==> src/sv/gbp_pkg.sv <==
package gbp_pkg;

    // fixed formats of the data path
    localparam int VALUE_W  = 32;
    localparam int VALUE_F  = VALUE_W - 8;
    localparam int VAR_W    = 48;
    localparam int COEF_W   = 24;
    localparam int CFG_IDX_W  = 4;
    localparam int CFG_DATA_W = (VAR_W > VALUE_W) ? VAR_W : VALUE_W;

    // configuration register indexes
    typedef enum logic [CFG_IDX_W-1:0] {
        CFG_BASE_MEAN  = 4'd0,
        CFG_BASE_OMEGA = 4'd1,
        CFG_BASE_ALPHA = 4'd2,
        CFG_BASE_BETA  = 4'd3,
        CFG_FX_MEAN    = 4'd4,
        CFG_FX_OMEGA   = 4'd5,
        CFG_FX_ALPHA   = 4'd6,
        CFG_FX_BETA    = 4'd7
    } cfg_index_t;

    typedef struct packed {
        logic                      path_start;
        logic [VAR_W-1:0]          init_base_variance;
        logic [VAR_W-1:0]          init_fx_variance;
        logic signed [VALUE_W-1:0] base_innovation;
        logic signed [VALUE_W-1:0] fx_innovation;
    } item_t;

    typedef struct packed {
        logic signed [VALUE_W-1:0] base_gross_return;
        logic signed [VALUE_W-1:0] cross_gross_return;
    } result_t;

    // clamp a magnitude to the signed value range and apply the sign
    function automatic logic signed [VALUE_W-1:0] sat_mag(input logic [63:0] m,
                                                         input logic neg);
        logic [63:0] lim;
        logic [63:0] v;
        lim = neg ? (64'd1 << (VALUE_W - 1)) : ((64'd1 << (VALUE_W - 1)) - 64'd1);
        v = (m > lim) ? lim : m;
        return neg ? -v[VALUE_W-1:0] : v[VALUE_W-1:0];
    endfunction

endpackage

==> src/sv/gbp_merge.sv <==
module gbp_merge
(
    input  logic                               clk,
    input  logic                               rst_n,
    input  logic                               go,
    input  logic signed [gbp_pkg::VALUE_W-1:0] base_gross,
    input  logic signed [gbp_pkg::VALUE_W-1:0] fx_gross,
    output logic                               busy,
    output logic                               result_valid,
    input  logic                               result_stall,
    output gbp_pkg::result_t                   result
);

    localparam int W = gbp_pkg::VALUE_W;
    localparam int F = gbp_pkg::VALUE_F;

    logic                pend_reg;
    logic                valid_reg;
    logic [2*W-1:0]      prod_reg;
    logic                neg_reg;
    logic signed [W-1:0] bg_reg;
    gbp_pkg::result_t    result_reg;

    logic [W-1:0]        base_mag;
    logic [W-1:0]        fx_mag;
    logic                move;

    assign base_mag = base_gross[W-1] ? W'(-base_gross) : W'(base_gross);
    assign fx_mag   = fx_gross[W-1] ? W'(-fx_gross) : W'(fx_gross);
    assign move     = pend_reg && (!valid_reg || !result_stall);

    // control: product pending and output word held
    always_ff @(posedge clk or negedge rst_n)
    begin
        if (!rst_n)
        begin
            pend_reg  <= 1'b0;
            valid_reg <= 1'b0;
        end
        else
        begin
            if (go)
            begin
                pend_reg <= 1'b1;
            end
            else if (move)
            begin
                pend_reg <= 1'b0;
            end
            if (move)
            begin
                valid_reg <= 1'b1;
            end
            else if (valid_reg && !result_stall)
            begin
                valid_reg <= 1'b0;
            end
        end
    end

    // product of the lane results, then the output word
    always_ff @(posedge clk)
    begin
        if (go)
        begin
            prod_reg <= base_mag * fx_mag;
            neg_reg  <= base_gross[W-1] ^ fx_gross[W-1];
            bg_reg   <= base_gross;
        end
        if (move)
        begin
            result_reg.base_gross_return  <= bg_reg;
            result_reg.cross_gross_return <= gbp_pkg::sat_mag(64'(prod_reg >> F), neg_reg);
        end
    end

    assign busy         = pend_reg;
    assign result_valid = valid_reg;
    assign result       = result_reg;

endmodule

==> config.mk <==
export PLATFORM = sky130hd
export DESIGN_NAME = gbp_merge
export DESIGN_NICKNAME = d
export VERILOG_FILES = /design/src/sv/gbp_pkg.sv /design/src/sv/gbp_merge.sv
export SDC_FILE = /design/constraint.sdc
export NUM_CORES = 2
export LEC_CHECK = 0
export ABC_AREA = 0
export BUFFER_PORTS_ARGS = -buffer_cell sky130_fd_sc_hd__buf_2
export CAP_MARGIN = 40
export CORE_UTILIZATION = 65
export CTS_CLUSTER_SIZE = 12
export DETAILED_ROUTE_END_ITERATION = 8
export PLACE_DENSITY_LB_ADDON = 0.05
export SYNTH_ARGS = -nofsm -noshare
export SYNTH_HDL_FRONTEND = slang
export SYNTH_SLANG_ARGS = --single-unit
==> constraint.sdc <==
create_clock -name clk -period 11.94 [get_ports clk]
set_input_delay 0.597 -clock clk [delete_from_list [all_inputs] [get_ports clk]]
set_output_delay 0.597 -clock clk [all_outputs]
set_load 0.03 [all_outputs]
# Yosys cells after proc, flatten, opt, wreduce, memory -nomap -nowiden
# Index checks and enable logic that the tools add are counted.
[classes]
mux = 9
bitwise = 1
reduce_logical = 7
div = 0
shifts = 0
n_mul = 1
eq_ne = 0
n_addsub = 3
n_lt_le_gt_ge = 1
[ops]
columns = ["op", "count"]
rows = [
  ["$mux W32", 5],
  ["$neg A32 Y32", 3],
  ["$mul A32 B32 Y64", 1],
  ["$gt A40 B32 Y1", 1],
  ["$mux W1", 4],
  ["$reduce_bool A2 Y1", 2],
  ["$logic_and A1 B1 Y1", 2],
  ["$logic_not A1 Y1", 2],
  ["$logic_or A1 B1 Y1", 1],
  ["$xor A1 B1 Y1", 1],
]
[word_totals]
register_bits = 163
word_cells = 29
latch_bits = 0
out_inout_bits = 66
memories = 0
inputBits = 68
mem_bits_rw = 0
romBits = 0

# Longest topological paths before layout
[logic_depth]
depth_word = 5
depth_mapped = 37
ltp_nobuf = 34

# Worst setup path after synthesis
# No wires, ideal clock.
[synth_path]
path_kind = "in2reg"
from = "in base_gross[8] in the netlist's numbering"
to = "reg prod_reg[56], data pin"
slack_ps = 1971
arrival_time_ps = 9714
required_time_ps = 11685
cell_stages = 32
path_buffers = 2
cell_sequence = "or4_1 -> or3_1 -> nand2b_1 -> or4_1 -> or3_1 -> o41ai_2 -> xnor2_1 -> clkbuf_1 -> nand2_1 -> fa_1 -> fa_1 -> fa_1 -> fa_1 -> inv_1 -> fa_1 -> fa_1 -> fa_1 -> inv_1 -> fa_1 -> inv_1 -> ha_1 -> clkbuf_1 -> a21o_1 -> a21oi_1 -> nor2_1 -> nor2_1 -> o221ai_1 -> a211o_1 -> a221o_1 -> a21bo_2 -> mux2i_1 -> and3_1"
[synth_via]
elab_chain_cells = 3
[synth_rtl]
columns = ["element", "line", "rtl"]
rows = [
  ["start, declared", "gbp_merge.sv:6", "input logic signed [gbp_pkg::VALUE_W-1:0] base_gross,"],
  ["$neg A32 Y32", "gbp_merge.sv:28", "assign base_mag = base_gross[W-1] ? W'(-base_gross) : W'(base_gross);"],
  ["$mux W32 (*)", "gbp_merge.sv:28", ""],
  ["$mul A32 B32 Y64 (*)", "gbp_merge.sv:66", "prod_reg <= base_mag * fx_mag;"],
  ["end signal, assigned", "gbp_merge.sv:66", ""],
  ["end, declared", "gbp_merge.sv:19", "logic [2*W-1:0] prod_reg;"],
]
# Mark *: on every way between the ends. The rest lies on a longest branch, timed or not.
# A chain may end at the register's enable or synchronous reset.

# Final worst setup path
[layout_path]
from = "in base_gross[8] in the netlist's numbering"
to = "reg prod_reg[54], data pin"
# Same word-level chain as after synthesis.

==> impl_results.rst <==
.. list-table::
   :header-rows: 1

   * - Metric
     - Value
   * - Outcome
     - finished, final reports clean
   * - Type of the worst setup path
     - in -> reg
   * - Share of the cycle needed by the critical path after routing
     - between 80% and 90%
   * - Slew Viols, Final
     - 0
   * - Die Width
     - 246.6 um
   * - Die area
     - around 60000 um^2
   * - Area growth from synthesis to final layout
     - 8.964%
   * - Post-route antenna net violation count
     - 0
   * - H-tree depth
     - 4
   * - Main area contributors after synthesis
     - fa_1 (46%), edfxtp_1 (11%), ha_1 (9.5%)
   * - Total Wirelength
     - roughly 130 mm
   * - Relative slew margins
     - between 30% and 40%
   * - Global-route usage over all layers
     - 43.45%
   * - Core area
     - between 50000 and 60000 um^2
   * - Pin count of the biggest net entering global routing
     - 70
   * - IO Count
     - 134
   * - Reg clk slew, reported paths
     - 0.07 ns
   * - Area share of the largest cell type after synthesis
     - 46.07%
   * - Starting density of the core
     - about two thirds
   * - Number of buffers inserted by post-CTS setup repair
     - 0
   * - RSZ-0062 raised after global routing
     - false
   * - Synthesized area divided by synthesized cell count
     - 9.235 um^2
   * - Proportion of register bits with asynchronous set or reset after synthesis
     - roughly 1.4%
   * - Vias
     - ~31000
   * - Antenna violations before repair
     - 19
   * - Inserted Clock Buffers
     - 17
   * - Crit path DAT
     - around 11 ns
   * - CP max FO
     - 11
   * - Proportion of synthesized chip area in sequential cells
     - 10.71%
   * - Post-CTS sizing
     - 0
   * - GRT Residual Overflow
     - 0
   * - Most used flip-flop cell after synthesis
     - edfxtp_1
   * - Largest area contributor in the synthesized netlist
     - fa_1
   * - Post-synthesis cell type count
     - 76
   * - Filler cell count in the final layout
     - 4637
   * - Post-route minimum period
     - ~11 ns
   * - Iteration-0 DRC count of the detailed router
     - 3120
   * - Most frequent cells after synthesis
     - fa_1 (895), inv_1 (892), nor2_1 (584)
   * - Clock tree from TritonCTS
     - yes
   * - Critical Path Start Type
     - primary input
   * - Number of maximum-capacitance constraint violations
     - 0
   * - Accumulated negative setup slack
     - 0 ns
   * - Cell type with the highest occurrence count on the critical path
     - fa_1
   * - Nature of the critical path endpoint
     - flop
   * - Crit-path max cell delay
     - 0.59 ns
   * - Final setup viols
     - 0
   * - Nets
     - approximately 5600
   * - Hold Vio Cnt, Final
     - 0
   * - First-pass GRT wire length
     - 190.8 mm
   * - Number of enable-type register cells in the synthesized netlist
     - 137
   * - Worst clock skew
     - 0.01386 ns
   * - IO buf count
     - 133
   * - Final Wtd Congestion
     - 1.006
   * - Post-DP HPWL
     - 101.3 mm
   * - DIE HEIGHT
     - 246.6 um
   * - Routed wirelength normalized by instance count
     - approximately 25 um
   * - Yosys synthesis warning count
     - 0
   * - DRC
     - 0
   * - Post-Syn Nets
     - 5469
   * - # hold bufs at CTS
     - 1
   * - Synthesized netlist cell count
     - 4211
   * - Number of flip-flops under the largest register name
     - 64
   * - Cell Rows
     - 89
   * - Sink Count
     - around 140
   * - Via count of the first global-routing pass
     - 31600
   * - Detailed-routing iteration count for the pre-antenna-repair pass
     - 8
   * - Flip-flop and latch count after synthesis
     - 139
   * - Routed via count divided by cell count
     - 6.065
   * - Leading cell type by number of instances after synthesis
     - fa_1
   * - Maximum count of clock buffers along a single path
     - 2
   * - Transition time of the tightest slew-check pin
     - 0.9440 ns
   * - CTS root buf
     - clkbuf_16
   * - Layout cell share with drive strength beyond 1
     - 9.634%
   * - Highest clock rate
     - approximately 0.094 GHz
   * - Slowest stage cell, crit path
     - or4_1
   * - Worst hold-check path type
     - reg -> reg
   * - Worst hold slack after final layout
     - 0.4141 ns
   * - Post-synth design cell area
     - 38890 um^2
   * - Clock Latency Late Sink
     - between 0.4 and 0.5 ns
   * - Data required time at the worst endpoint
     - 12.10 ns
metrics by stage:
| step | std cells | area [um^2] | util [%] | worst slack (ns) |
|---|---|---|---|---|
| finish | 5124 | 42370 | 71.80 | 1.326 |
| global route | 5122 | 42370 | 71.79 | 1.030 |
| CTS | 5112 | 42340 | 71.75 | 1.518 |
| detailed placement | 5079 | 41710 | 70.68 | 1.109 |
| global placement | 5046 | 41240 | 69.87 | 1.165 |
| floorplan | 4211 | 38890 | - | 1.971 |
worst max-delay path: cells and delay by family:
| kind | cells | cell delay (ns) |
|---|---|---|
| adders and majority gates | 9 | 4.46 |
| and+or+nand+nor | 9 | 2.68 |
| AOI/OAI and AO/OA | 7 | 1.94 |
| buffers and inverters | 6 | 0.71 |
| xor gates and xnor gates | 2 | 0.35 |
placed cells by master (no fill, tap or decap), types with 80 or more instances in the layout:
| cell | synthesis | layout |
|---|---|---|
| buf_2 | 15 | 134 |
| edfxtp_1 | 137 | 137 |
| buf_4 | 1 | 132 |
| fa_1 | 895 | 895 |
| nand2_1 | 537 | 537 |
| nor2_1 | 584 | 584 |
| inv_1 | 892 | 892 |
| a21oi_1 | 80 | 80 |
| o21ai_0 | 85 | 84 |
| ha_1 | 295 | 295 |
kinds of logic after synthesis:
| kind of cell | Yosys count | synth area share (%) |
|---|---|---|
| AOI/OAI and AO/OA | 317 | 5.315 |
| xor gates and xnor gates | 157 | 3.584 |
| adders and majority gates | 1190 | 55.56 |
| buffers and inverters | 1087 | 10.59 |
| DFF | 139 | 10.71 |
| muxes | 13 | 0.3346 |
| and+or+nand+nor | 1308 | 13.91 |
metal layers:
metal  global-route usage [%]  vias to the layer above  part of all wire (%)
li1                         -                    12910                     -
met1                    55.73                    15510                    35
met2                    67.23                     2118                    45
met3                    11.41                      528                    13
met4                    24.47                       14                   6.9
met5                        0                        -                 0.060
path summary, 6_finish.rpt:
kind                               startpoint            to  slack (ns)  depth (start not counted)
worst max-delay path            base_gross[8]  prod_reg[54]        1.33                         33
worst min-delay path               bg_reg[14]    result[46]        0.41                          0
worst max register to register        neg_reg    result[26]        5.25                         20
worst min register to register     bg_reg[14]    result[46]        0.41                          0
max in group asynchronous               rst_n  result_valid       11.37                          2
min in group asynchronous               rst_n          busy        0.48                          2
final cells by class:
type / count / area [um^2] / share of cell area, %
multi-input combinational: 2985 / 31150 / 73.51
inverter: 893 / 3352 / 7.910
sequential: 139 / 4164 / 9.827
antenna: 12 / 30.03 / 0.07087
tap: 773 / 967.2 / 2.282
clock buffer: 17 / 425.4 / 1.004
clock inverter: 15 / 195.2 / 0.4606
timing repair buffer: 290 / 2090 / 4.931
Power is not shown: default switching activity piles up to over one toggle a cycle in this logic, so the estimate is an artifact.
